`src/hw/rtl/kdlp_pkg.sv`:
```
// Types and constants of the key debouncer with long-press detection.
package kdlp_pkg;

    localparam int KEY_W      = 2;
    localparam int LEVEL_W    = 1;
    localparam int CODE_W     = 2;
    localparam int PATTERN_W  = 8;
    localparam int HELD_W     = 16;
    localparam int CFG_IDX_W  = 2;
    localparam int CFG_DATA_W = 16;

    // Keys that have a pattern register; higher keys use pattern zero.
    localparam int PATTERN_REGS = 3;

    localparam logic [HELD_W-1:0] HELD_MAX         = '1;
    localparam logic [HELD_W-1:0] LONG_TICKS_RESET = HELD_W'(20);

    typedef enum logic [CODE_W-1:0] {
        EVT_RELEASE = 2'd0,
        EVT_PRESS   = 2'd1,
        EVT_LONG    = 2'd2
    } kdlp_evt_code_t;

    typedef enum logic [CFG_IDX_W-1:0] {
        CFG_PATTERN_KEY0 = 2'd0,
        CFG_PATTERN_KEY1 = 2'd1,
        CFG_PATTERN_KEY2 = 2'd2,
        CFG_LONG_TICKS   = 2'd3
    } kdlp_cfg_idx_t;

    typedef struct packed {
        logic [PATTERN_REGS-1:0][PATTERN_W-1:0] pattern;
        logic [HELD_W-1:0]                      long_ticks;
    } kdlp_cfg_t;

    typedef struct packed {
        logic           hit;
        logic [KEY_W-1:0] key;
        kdlp_evt_code_t code;
    } kdlp_evt_t;

endpackage

```
`src/hw/rtl/kdlp_if.sv`:
```
// Valid/ready channels: scan ticks in, key events out.
interface kdlp_scan_if;
    import kdlp_pkg::*;

    logic               valid;
    logic               ready;
    logic [KEY_W-1:0]   key_index;
    logic [LEVEL_W-1:0] pin_level;

    modport source (output valid, key_index, pin_level, input ready);
    modport sink   (input valid, key_index, pin_level, output ready);
endinterface

interface kdlp_event_if;
    import kdlp_pkg::*;

    logic              valid;
    logic              ready;
    logic [KEY_W-1:0]  event_key;
    logic [CODE_W-1:0] event_code;

    modport source (output valid, event_key, event_code, input ready);
    modport sink   (input valid, event_key, event_code, output ready);
endinterface

```
`src/hw/rtl/kdlp_cfg_regs.sv`:
```
// Configuration registers: per-key pressed patterns and long-press threshold.
module kdlp_cfg_regs (
    input  logic                                clk,
    input  logic                                rst_n,
    input  logic                                cfg_we,
    input  logic [kdlp_pkg::CFG_IDX_W-1:0]      cfg_index,
    input  logic [kdlp_pkg::CFG_DATA_W-1:0]     cfg_wdata,
    output kdlp_pkg::kdlp_cfg_t                 cfg
);
    import kdlp_pkg::*;

    kdlp_cfg_t cfg_reg;
    kdlp_cfg_t cfg_next;

    always_comb
    begin
        cfg_next = cfg_reg;
        if (cfg_we)
        begin
            unique case (cfg_index)
                CFG_PATTERN_KEY0: cfg_next.pattern[0] = cfg_wdata[PATTERN_W-1:0];
                CFG_PATTERN_KEY1: cfg_next.pattern[1] = cfg_wdata[PATTERN_W-1:0];
                CFG_PATTERN_KEY2: cfg_next.pattern[2] = cfg_wdata[PATTERN_W-1:0];
                CFG_LONG_TICKS:   cfg_next.long_ticks = cfg_wdata[HELD_W-1:0];
                default:          cfg_next = cfg_reg;
            endcase
        end
    end

    always_ff @(posedge clk or negedge rst_n)
    begin
        if (!rst_n)
        begin
            cfg_reg.pattern    <= '0;
            cfg_reg.long_ticks <= LONG_TICKS_RESET;
        end
        else
        begin
            cfg_reg <= cfg_next;
        end
    end

    assign cfg = cfg_reg;

endmodule

```
`src/hw/rtl/kdlp_key_state.sv`:
```
// Per-key debounce state and the read-modify-write that yields at most one event.
module kdlp_key_state #(
    parameter int NUM_KEYS     = 3,
    parameter int HISTORY_BITS = 8
) (
    input  logic                            clk,
    input  logic                            rst_n,
    input  logic                            step,
    input  logic [kdlp_pkg::KEY_W-1:0]      key,
    input  logic [kdlp_pkg::LEVEL_W-1:0]    level,
    input  kdlp_pkg::kdlp_cfg_t             cfg,
    output kdlp_pkg::kdlp_evt_t             evt
);
    import kdlp_pkg::*;

    logic [HISTORY_BITS-1:0] hist_reg        [NUM_KEYS];
    logic [HISTORY_BITS-1:0] hist_next       [NUM_KEYS];
    logic [NUM_KEYS-1:0]     press_armed_reg;
    logic [NUM_KEYS-1:0]     press_armed_next;
    logic [HELD_W-1:0]       held_reg        [NUM_KEYS];
    logic [HELD_W-1:0]       held_next       [NUM_KEYS];
    logic [NUM_KEYS-1:0]     long_armed_reg;
    logic [NUM_KEYS-1:0]     long_armed_next;

    logic                                 key_hit;
    logic [HISTORY_BITS-1:0]              sel_hist;
    logic                                 sel_press_armed;
    logic [HELD_W-1:0]                    sel_held;
    logic                                 sel_long_armed;
    logic [PATTERN_W-1:0]                 sel_pattern;
    logic [PATTERN_W+HISTORY_BITS-1:0]    pat_wide;
    logic [HISTORY_BITS-1:0]              pat;
    logic [HISTORY_BITS-1:0]              hist_new;
    logic                                 is_pat;
    logic                                 is_inv;
    logic                                 held_inc;
    logic [HELD_W-1:0]                    held_upd;
    logic                                 long_fire;
    logic                                 new_press_armed;
    logic                                 new_long_armed;
    logic [HELD_W-1:0]                    new_held;

    // Read port: pick the addressed key's state and pattern.
    always_comb
    begin
        key_hit         = 1'b0;
        sel_hist        = '0;
        sel_press_armed = 1'b0;
        sel_held        = '0;
        sel_long_armed  = 1'b0;
        sel_pattern     = '0;
        for (int k = 0; k < NUM_KEYS; k++)
        begin
            if (int'(key) == k)
            begin
                key_hit         = 1'b1;
                sel_hist        = hist_reg[k];
                sel_press_armed = press_armed_reg[k];
                sel_held        = held_reg[k];
                sel_long_armed  = long_armed_reg[k];
            end
        end
        for (int p = 0; p < PATTERN_REGS; p++)
        begin
            if (int'(key) == p)
            begin
                sel_pattern = cfg.pattern[p];
            end
        end
    end

    assign pat_wide = {{HISTORY_BITS{1'b0}}, sel_pattern};
    assign pat      = pat_wide[HISTORY_BITS-1:0];
    assign hist_new = {sel_hist[HISTORY_BITS-2:0], level};
    assign is_pat   = (hist_new == pat);
    assign is_inv   = (hist_new == ~pat);

    assign held_inc  = is_pat && sel_long_armed && (sel_held != HELD_MAX);
    assign held_upd  = held_inc ? sel_held + HELD_W'(1) : sel_held;
    assign long_fire = held_inc && (held_upd > cfg.long_ticks);

    // Priority: press, then release, then long press.
    always_comb
    begin
        new_press_armed = sel_press_armed;
        new_long_armed  = sel_long_armed;
        new_held        = held_upd;
        evt.hit         = 1'b0;
        evt.key         = key;
        evt.code        = EVT_RELEASE;
        if (is_pat && sel_press_armed)
        begin
            new_press_armed = 1'b0;
            evt.hit         = key_hit;
            evt.code        = EVT_PRESS;
        end
        else if (is_inv && !sel_press_armed)
        begin
            new_press_armed = 1'b1;
            new_held        = '0;
            new_long_armed  = 1'b1;
            evt.hit         = key_hit;
            evt.code        = EVT_RELEASE;
        end
        else if (long_fire)
        begin
            new_long_armed = 1'b0;
            evt.hit        = key_hit;
            evt.code       = EVT_LONG;
        end
    end

    always_comb
    begin
        hist_next        = hist_reg;
        press_armed_next = press_armed_reg;
        held_next        = held_reg;
        long_armed_next  = long_armed_reg;
        for (int k = 0; k < NUM_KEYS; k++)
        begin
            if (step && int'(key) == k)
            begin
                hist_next[k]        = hist_new;
                press_armed_next[k] = new_press_armed;
                held_next[k]        = new_held;
                long_armed_next[k]  = new_long_armed;
            end
        end
    end

    always_ff @(posedge clk or negedge rst_n)
    begin
        if (!rst_n)
        begin
            for (int k = 0; k < NUM_KEYS; k++)
            begin
                hist_reg[k] <= '0;
                held_reg[k] <= '0;
            end
            press_armed_reg <= '0;
            long_armed_reg  <= '0;
        end
        else
        begin
            hist_reg        <= hist_next;
            press_armed_reg <= press_armed_next;
            held_reg        <= held_next;
            long_armed_reg  <= long_armed_next;
        end
    end

endmodule

```
`src/hw/rtl/key_debounce_long_press.sv`:
```
// Key debouncer with press, release and long-press events: top level.
// A scan beat goes into the input register; its event, if any, into the event
// register. Throughput: one scan beat per cycle while events are taken; the
// input and event registers let a new beat enter while an event waits.
// Reset clears all key state and sets the patterns to 0, the threshold to 20.
module key_debounce_long_press #(
    parameter int NUM_KEYS     = 3,
    parameter int HISTORY_BITS = 8
) (
    input  logic                            clk,
    input  logic                            rst_n,
    input  logic                            cfg_we,
    input  logic [kdlp_pkg::CFG_IDX_W-1:0]  cfg_index,
    input  logic [kdlp_pkg::CFG_DATA_W-1:0] cfg_wdata,
    kdlp_scan_if.sink                       scan,
    kdlp_event_if.source                    events
);
    import kdlp_pkg::*;

    kdlp_cfg_t cfg;
    kdlp_evt_t evt;

    logic               in_valid_reg;
    logic               in_valid_next;
    logic [KEY_W-1:0]   in_key_reg;
    logic [LEVEL_W-1:0] in_level_reg;
    logic               out_valid_reg;
    logic               out_valid_next;
    logic [KEY_W-1:0]   out_key_reg;
    logic [CODE_W-1:0]  out_code_reg;
    logic               out_free;
    logic               proc_fire;
    logic               scan_take;

    kdlp_cfg_regs u_cfg_regs (
        .clk       (clk),
        .rst_n     (rst_n),
        .cfg_we    (cfg_we),
        .cfg_index (cfg_index),
        .cfg_wdata (cfg_wdata),
        .cfg       (cfg)
    );

    kdlp_key_state #(
        .NUM_KEYS     (NUM_KEYS),
        .HISTORY_BITS (HISTORY_BITS)
    ) u_key_state (
        .clk   (clk),
        .rst_n (rst_n),
        .step  (proc_fire),
        .key   (in_key_reg),
        .level (in_level_reg),
        .cfg   (cfg),
        .evt   (evt)
    );

    assign out_free   = !out_valid_reg || events.ready;
    assign proc_fire  = in_valid_reg && out_free;
    assign scan.ready = !in_valid_reg || out_free;
    assign scan_take  = scan.valid && scan.ready;

    always_comb
    begin
        in_valid_next = in_valid_reg;
        if (scan_take)
        begin
            in_valid_next = 1'b1;
        end
        else if (proc_fire)
        begin
            in_valid_next = 1'b0;
        end
    end

    always_comb
    begin
        out_valid_next = out_valid_reg;
        if (proc_fire)
        begin
            out_valid_next = evt.hit;
        end
        else if (events.ready)
        begin
            out_valid_next = 1'b0;
        end
    end

    always_ff @(posedge clk or negedge rst_n)
    begin
        if (!rst_n)
        begin
            in_valid_reg  <= 1'b0;
            out_valid_reg <= 1'b0;
        end
        else
        begin
            in_valid_reg  <= in_valid_next;
            out_valid_reg <= out_valid_next;
        end
    end

    always_ff @(posedge clk)
    begin
        if (scan_take)
        begin
            in_key_reg   <= scan.key_index;
            in_level_reg <= scan.pin_level;
        end
        if (proc_fire && evt.hit)
        begin
            out_key_reg  <= evt.key;
            out_code_reg <= evt.code;
        end
    end

    assign events.valid      = out_valid_reg;
    assign events.event_key  = out_key_reg;
    assign events.event_code = out_code_reg;

endmodule

```
`src/flat_wrapper.sv`:
```
// flat-port wrapper written by rule: the top's interface ports become plain ports
module key_debounce_long_press_flat import kdlp_pkg::*;
#(
    parameter int NUM_KEYS     = 3,
    parameter int HISTORY_BITS = 8
)
  (clk, rst_n, cfg_we, cfg_index, cfg_wdata, scan_valid, scan_key_index, scan_pin_level, scan_ready, events_valid, events_event_key, events_event_code, events_ready);
  kdlp_scan_if scan_i ();
  kdlp_event_if events_i ();
  input  logic clk;
  input  logic rst_n;
  input  logic cfg_we;
  input  logic [kdlp_pkg::CFG_IDX_W-1:0] cfg_index;
  input  logic [kdlp_pkg::CFG_DATA_W-1:0] cfg_wdata;
  input wire logic [$bits(scan_i.valid)-1:0] scan_valid;
  input wire logic [$bits(scan_i.key_index)-1:0] scan_key_index;
  input wire logic [$bits(scan_i.pin_level)-1:0] scan_pin_level;
  output wire logic [$bits(scan_i.ready)-1:0] scan_ready;
  output wire logic [$bits(events_i.valid)-1:0] events_valid;
  output wire logic [$bits(events_i.event_key)-1:0] events_event_key;
  output wire logic [$bits(events_i.event_code)-1:0] events_event_code;
  input wire logic [$bits(events_i.ready)-1:0] events_ready;
  assign scan_i.valid = scan_valid;
  assign scan_i.key_index = scan_key_index;
  assign scan_i.pin_level = scan_pin_level;
  assign scan_ready = scan_i.ready;
  assign events_valid = events_i.valid;
  assign events_event_key = events_i.event_key;
  assign events_event_code = events_i.event_code;
  assign events_i.ready = events_ready;
  key_debounce_long_press #(.NUM_KEYS(NUM_KEYS), .HISTORY_BITS(HISTORY_BITS)) u_core (.clk(clk), .rst_n(rst_n), .cfg_we(cfg_we), .cfg_index(cfg_index), .cfg_wdata(cfg_wdata), .scan(scan_i), .events(events_i));
endmodule
```
`config.mk`:
```
export PLATFORM = sky130hd
export DESIGN_NAME = key_debounce_long_press_flat
export DESIGN_NICKNAME = d
export VERILOG_FILES = /design/src/hw/rtl/kdlp_pkg.sv /design/src/hw/rtl/kdlp_if.sv /design/src/hw/rtl/kdlp_cfg_regs.sv /design/src/hw/rtl/kdlp_key_state.sv /design/src/hw/rtl/key_debounce_long_press.sv /design/src/flat_wrapper.sv
export SDC_FILE = /design/constraint.sdc
export NUM_CORES = 1
export LEC_CHECK = 0
export ABC_AREA = 1
export BUFFER_PORTS_ARGS = -buffer_cell sky130_fd_sc_hd__buf_2
export CORE_ASPECT_RATIO = 0.75
export CORE_UTILIZATION = 35
export DETAILED_ROUTE_END_ITERATION = 10
export GPL_ROUTABILITY_DRIVEN = 0
export HOLD_SLACK_MARGIN = 0.12
export PLACE_DENSITY = 0.47
export SYNTH_ARGS = -nofsm -noshare
export SYNTH_HDL_FRONTEND = slang
export SYNTH_SLANG_ARGS = --single-unit
```
`constraint.sdc`:
```
create_clock -name clk -period 4.6 [get_ports clk]
set_input_delay 0.46 -clock clk [delete_from_list [all_inputs] [get_ports clk]]
set_output_delay 0.46 -clock clk [all_outputs]
set_load 0.05 [all_outputs]
```
# Word-level counts from Yosys, hierarchy flattened
# Index checks and enable logic that the tools add are counted.
[totals]
regBits = 124
wordCells = 94
[op_classes]
bitwise = 1
n_addsub = 1
magnitude_cmp = 1
n_mux = 35
n_reduce_logical = 25
eq_ne = 8
[ops]
columns = ["cell", "count"]
rows = [
  ["16-bit two-way mux", 6],
  ["8-bit two-way mux", 3],
  ["1-bit two-way mux", 22],
  ["7-bit two-way mux", 3],
  ["16-bit by 1-bit adder with 16-bit output, second input constant", 1],
  ["8-bit == test", 2],
  ["16-bit > comparator", 1],
  ["16-bit != test, second input constant", 1],
  ["1-bit logical AND", 11],
  ["2-bit == test, second input constant", 4],
  ["8-bit NOT", 1],
  ["2-bit AND reduction", 4],
  ["2-bit logical NOT", 2],
  ["2-bit nonzero test", 2],
  ["1-bit logical NOT", 3],
  ["2-bit by 1-bit == test with 1-bit output, second input constant", 1],
  ["1-bit logical OR", 2],
  ["2-bit two-way mux", 1],
  ["2-bit OR reduction", 1],
]

# Depth between registers and ports, before layout
[logic_depth]
ltp_word = 14
ltp_mapped = 29

# Cells and area by module
# From an unflattened synthesis, not the netlist that was laid out.
[unflattened]
cells_unflattened = 976
area_unflattened_um2 = 7508.5
[by_module_without_submodules]
columns = ["module", "seq_area_each_um2", "cells_per_inst", "area_each_um2", "n_inst"]
rows = [
  ["kdlp_key_state", 1876.8, 775, 5457.7, 1],
  ["kdlp_cfg_regs", 1003.5, 179, 1731.7, 1],
  ["key_debounce_long_press", 260.2, 22, 319.1, 1],
]

# Least setup slack after synthesis
# Ideal clock, no wire load.
[synth_timing]
kind = "reg-to-reg"
startpoint = "register u_core.in_key_reg[1]"
endpoint = "register u_core.out_code_reg[0], in the netlist u_core.events.event_code[0] (enable)"
slack_ns = 0.681
arrival_time_ns = 3.580
setup_time_ns = 0.339
period_less_slack_ns = 3.919
required_time_ns = 4.261
path_buffers = 3
path_stages_with_launch = 22
cell_sequence = "edfxtp_1 -> buf_6 -> nand2_4 -> buf_4 -> or2_1 -> nand3b_1 -> inv_2 -> ha_1 -> nand3_1 -> nor2_2 -> nand2_2 -> nand4_4 -> buf_12 -> nand2_4 -> and2_1 -> ha_1 -> nand4_1 -> a31oi_1 -> nor2_1 -> a21oi_1 -> nand2_1 -> a21oi_1"
[synth_between]
elab_chain_cells = 14
word_cells_on_any_way = 38
[synth_rtl]
columns = ["item", "line", "source"]
rows = [
  ["from (decl)", "key_debounce_long_press.sv:25", "logic [KEY_W-1:0] in_key_reg;"],
  ["from (signal assigned)", "key_debounce_long_press.sv:106", "in_key_reg <= scan.key_index;"],
  ["parallel branches: the longest is 12 deep, another holds 16-bit by 1-bit adder with 16-bit output", "n/a", ""],
  ["1-bit two-way mux (*)", "kdlp_key_state.sv:91", "if (is_pat && sel_press_armed)"],
  ["1-bit logical AND (*)", "key_debounce_long_press.sv:109", "if (proc_fire && evt.hit)"],
  ["to (signal assigned)", "key_debounce_long_press.sv:112", "out_code_reg <= evt.code;"],
  ["to (decl)", "key_debounce_long_press.sv:30", "logic [CODE_W-1:0] out_code_reg;"],
]
# Mark *: on every way between the ends.
# A chain may end at the register's enable or synchronous reset.

# Final worst setup path
[layout_timing]
startpoint = "register u_core.in_key_reg[0]"
endpoint = "register u_core.out_code_reg[0], in the netlist u_core.events.event_code[0] (enable)"
# Same word-level chain as after synthesis.

==> impl_metrics.py <==
metrics = {
    "power_and_ir_drop": {
        "seqPwrFrac_pct": 40.9,
        "post-layout-total-power_mw": 3.37,
        "clock_power_share_pct": 39.3,
        "power.density_nw_per_um2": 397,
        "power_switching_mw": 1.03,
        "pwr-share-comb_pct": 19.8,
        "vdd.ir_drop.worst_v": 0.000255,
        "p_leak_nw": 4.36,
        "p_int_mw": 2.34,
        "swShare_pct": 30.6,
    },
    "critical_path": {
        "type_of_origin_of_the_critical_path": "flop",
        "endpoint_arrival_time_on_the_critical_path_ns": 4.44,
        "crit_buf_inv": 4,
        "crit_path_max_incr_delay_ns": 0.51,
        "worstPathRequired_ns": 4.72,
        "path_class": "flop to flop",
        "critPathTopFamily": "simple AND/OR/NAND/NOR gates",
        "rr_startpoint": "u_core.in_key_reg[0]$_DFFE_PP_",
        "critPathMaxFanout": 11,
        "cp_startpoint": "u_core.in_key_reg[0]$_DFFE_PP_",
        "critical_path.slowest_cell": "sky130_fd_sc_hd__edfxtp_1",
        "cp_common_cell": "sky130_fd_sc_hd__nand2_1",
        "critical_path.endpoint_type": "flop",
        "crit_chain": "buf_4, nor2_2, buf_4, nand2_1, nand3_1, inv_1, nor2_1, nand2_1, nor2_1, nand3b_1, nand2_1, nand3_2, and2_1, ha_1, nand4_1, a31oi_1, nor2_1, a21oi_1, buf_4, nand2_1, a21oi_4",
    },
    "logic_synthesis": {
        "yosysWarnings": 0,
        "largest_family_of_logic_cells_by_synthesized_area": "simple AND/OR/NAND/NOR gates",
        "yosys_register_bits": 124,
        "edff_count_synth": 7,
        "synth.distinct_cells": 37,
        "synth_fa_ha_area_share_pct": 2.89,
        "async_reset_ff_share_pct": 94.4,
        "synth-main-ff-cell": "sky130_fd_sc_hd__dfrtp_1",
        "syn_inst": 989,
        "proportion_of_synthesized_chip_area_in_sequential_cells_pct": 42.7,
        "combined_area_of_all_synthesized_cells_um2": 7360,
        "synth_nets": 1032,
        "compound_gate_portion_of_the_synthesized_area_pct": 8.20,
        "synth_area_per_cell_um2": 7.44,
        "yosys.area_share.simple_pct": 36.5,
        "synthXorXnorAreaFrac_pct": 0.833,
        "mux_contribution_to_synthesized_area_pct": 0,
    },
    "global_route": {
        "grt_max_degree": 50,
        "grt_first_pass_wirelength_mm": 35.9,
        "grt_antenna_before_repair": 0,
        "gr-total-overflow": 0,
        "via_count_of_the_first_global_routing_pass": 6066,
        "grt.total_usage_pct": 22.3,
    },
    "routing": {
        "total_wire_length_mm": 22.5,
        "detailedRoute.firstPassIterationCount": 5,
        "vias_per_cell": 4.90,
        "wire_per_inst_um": 17.0,
        "drt_iter0_drcs": 565,
        "drc": 0,
        "dr_total_vias": 6484,
        "drt.antenna.violating_nets": 0,
    },
    "floorplanning": {
        "io-pin-count": 32,
        "die_width_um": 169,
        "initial_core_util_pct": 36.0,
        "fp.coreArea_um2": 20400,
        "die_height_um": 128,
        "fp.dieArea_um2": 21600,
        "std_cell_rows": 45,
    },
    "final_layout": {
        "layout_cells_sized_above_1_pct": 14.3,
        "finalInstanceArea_um2": 8490,
        "areaGrowthSynthToFinish_pct": 15.4,
        "post_layout_nonfiller_instances": 1324,
        "finish.utilization_pct": 41.6,
        "largest_register_ff_count": 48,
        "antenna-diode-count": 0,
        "final_common_cell": "sky130_fd_sc_hd__nand2_1",
        "final_nets": 1074,
        "highest_count_cells_in_the_layout_ignoring_fill_and_taps": "sky130_fd_sc_hd__nand2_1 (359), sky130_fd_sc_hd__dfrtp_1 (115), sky130_fd_sc_hd__inv_1 (97)",
    },
    "sta": {
        "hold_violations": 0,
        "whs_ns": 0.235,
        "final.period_utilization_pct": 94.0,
        "max_clock_freq_mhz": 231,
        "worst_pin_slew_ns": 1.04,
        "finalMaxSlewViolations": 0,
        "period_minus_slack_ns": 4.32,
        "fin_skew_ns": 0.0122,
        "setup-violations-final": 0,
        "final_worst_setup_slack_ns": 0.277,
        "timing.setup.tns_ns": 0,
        "max-slew-margin-rel_pct": 30.6,
    },
    "clocking": {
        "max-clock-path-buffers": 2,
        "htree_num_levels": 4,
        "clock_sinks": 124,
        "clock_tree_from_tritoncts": "done",
        "cts.clk_slew.worst_paths_ns": 0.06,
        "clkLatencyLatePin_ns": 0.43,
        "cts_made_buffers": 17,
        "cts_root_buf": "sky130_fd_sc_hd__clkbuf_16",
    },
    "placement": {
        "post_dp_cell_area_um2": 7890,
        "post-place-cells": 1292,
        "preCtsSetupSlack_ns": 0.152,
        "dp_hpwl_mm": 16.0,
        "io_buffer_count": 31,
    },
    "status": {
        "run_status": "finished, final reports clean",
    },
    "min_path": {
        "worstHoldStart": "scan_pin_level",
        "class_of_the_most_critical_hold_timing_path": "input port to flop",
    },
    "run": {
        "max_cap_viol_count": 0,
    },
}
synthesized netlist by cell type, types with 2 or more instances:
library cell / number / share of area [%]
sky130_fd_sc_hd__and2_1: 8 / 0.68
sky130_fd_sc_hd__clkinv_1: 2 / 0.10
sky130_fd_sc_hd__o21ai_1: 17 / 1.2
sky130_fd_sc_hd__nor2_4: 4 / 0.61
sky130_fd_sc_hd__nor3_1: 4 / 0.27
sky130_fd_sc_hd__nand3b_1: 5 / 0.51
sky130_fd_sc_hd__buf_6: 6 / 0.92
sky130_fd_sc_hd__inv_2: 7 / 0.36
sky130_fd_sc_hd__xor2_1: 7 / 0.83
sky130_fd_sc_hd__inv_1: 97 / 4.9
sky130_fd_sc_hd__nand2_1: 359 / 18
sky130_fd_sc_hd__nand3_2: 21 / 2.9
sky130_fd_sc_hd__buf_1: 2 / 0.10
sky130_fd_sc_hd__dfstp_2: 2 / 0.71
sky130_fd_sc_hd__a21oi_1: 31 / 2.1
sky130_fd_sc_hd__nand3_1: 44 / 3.0
sky130_fd_sc_hd__o21ai_0: 63 / 4.3
sky130_fd_sc_hd__nand2_4: 11 / 1.7
sky130_fd_sc_hd__o21ai_2: 3 / 0.36
sky130_fd_sc_hd__buf_4: 4 / 0.41
sky130_fd_sc_hd__clkbuf_1: 19 / 0.97
sky130_fd_sc_hd__nand2_2: 2 / 0.17
sky130_fd_sc_hd__edfxtp_1: 7 / 2.9
sky130_fd_sc_hd__nor2_1: 54 / 2.8
sky130_fd_sc_hd__ha_1: 17 / 2.9
sky130_fd_sc_hd__nand4_1: 56 / 4.8
sky130_fd_sc_hd__nor2_2: 6 / 0.51
sky130_fd_sc_hd__buf_2: 8 / 0.54
sky130_fd_sc_hd__dfrtp_1: 115 / 39
final timing paths:
path	to	slack, ns	cells past startpoint
worst max-delay path	u_core.events.event_code[0]$_SDFFCE_PP1P_	0.28	21
worst min-delay path	u_core.in_level_reg$_DFFE_PP_	0.23	1
worst max register to register	u_core.events.event_code[0]$_SDFFCE_PP1P_	0.28	21
worst min register to register	u_core.u_key_state.held_reg[20]$_DFFE_PN0P_	0.47	2
max in group asynchronous	u_core.u_cfg_regs.cfg[2]$_DFFE_PN1P_	3.01	3
min in group asynchronous	u_core.u_key_state.long_armed_reg[0]$_DFFE_PN0P_	0.59	2
layer usage:
layer / wire [µm] / vias up / part of all wire [%] / global-route usage, %
met5: 0 / - / 0 / 0
met4: 345 / 0 / 1.5 / 5.99
met3: 1390 / 26 / 6.2 / 5.05
met2: 8220 / 194 / 37 / 27.9
met1: 12500 / 2985 / 56 / 36.7
li1: - / 3279 / - / -
area by class of cell:
class | instances | area, µm²
multi-input cells | 717 | 3580
inverters | 107 | 405
well taps | 282 | 353
fillers | 2130 | 11900
clock inverters | 6 | 88.8
clock buffers | 24 | 482
repair buffers | 64 | 445
flip-flops and latches | 124 | 3140
cells by family (layout without fill, tap and decap cells):
group / Yosys count / count (layout)
buffers and inverters: 148 / 201
AO/OA/AOI/OAI: 117 / 117
XOR/XNOR: 7 / 7
AND/OR/NAND/NOR: 576 / 576
adder cells (fa/ha/maj): 17 / 17
flip-flops: 124 / 124
power groups by stage:
stage / Combinational (mW) / Clock (mW) / Sequential [mW]
4_1_cts: 0.669 / 1.35 / 1.38
6_report: 0.669 / 1.32 / 1.38
3_5_place_dp: 0.665 / 0 / 1.39
5_1_grt: 0.777 / 1.40 / 1.40
3_3_place_gp: 0.667 / 0 / 1.39
2_1_floorplan: 0.471 / 0 / 1.36
timing repair:
item / 4_1_cts / 5_1_grt
endpoints found under the hold margin: 40 / 0
resized for setup: 0 / 3
buffers inserted: 0 / 1
endpoints found under the setup margin: 0 / 4
hold buffers: 1 / 0
Note: power is estimated with default switching activity, not from simulation.
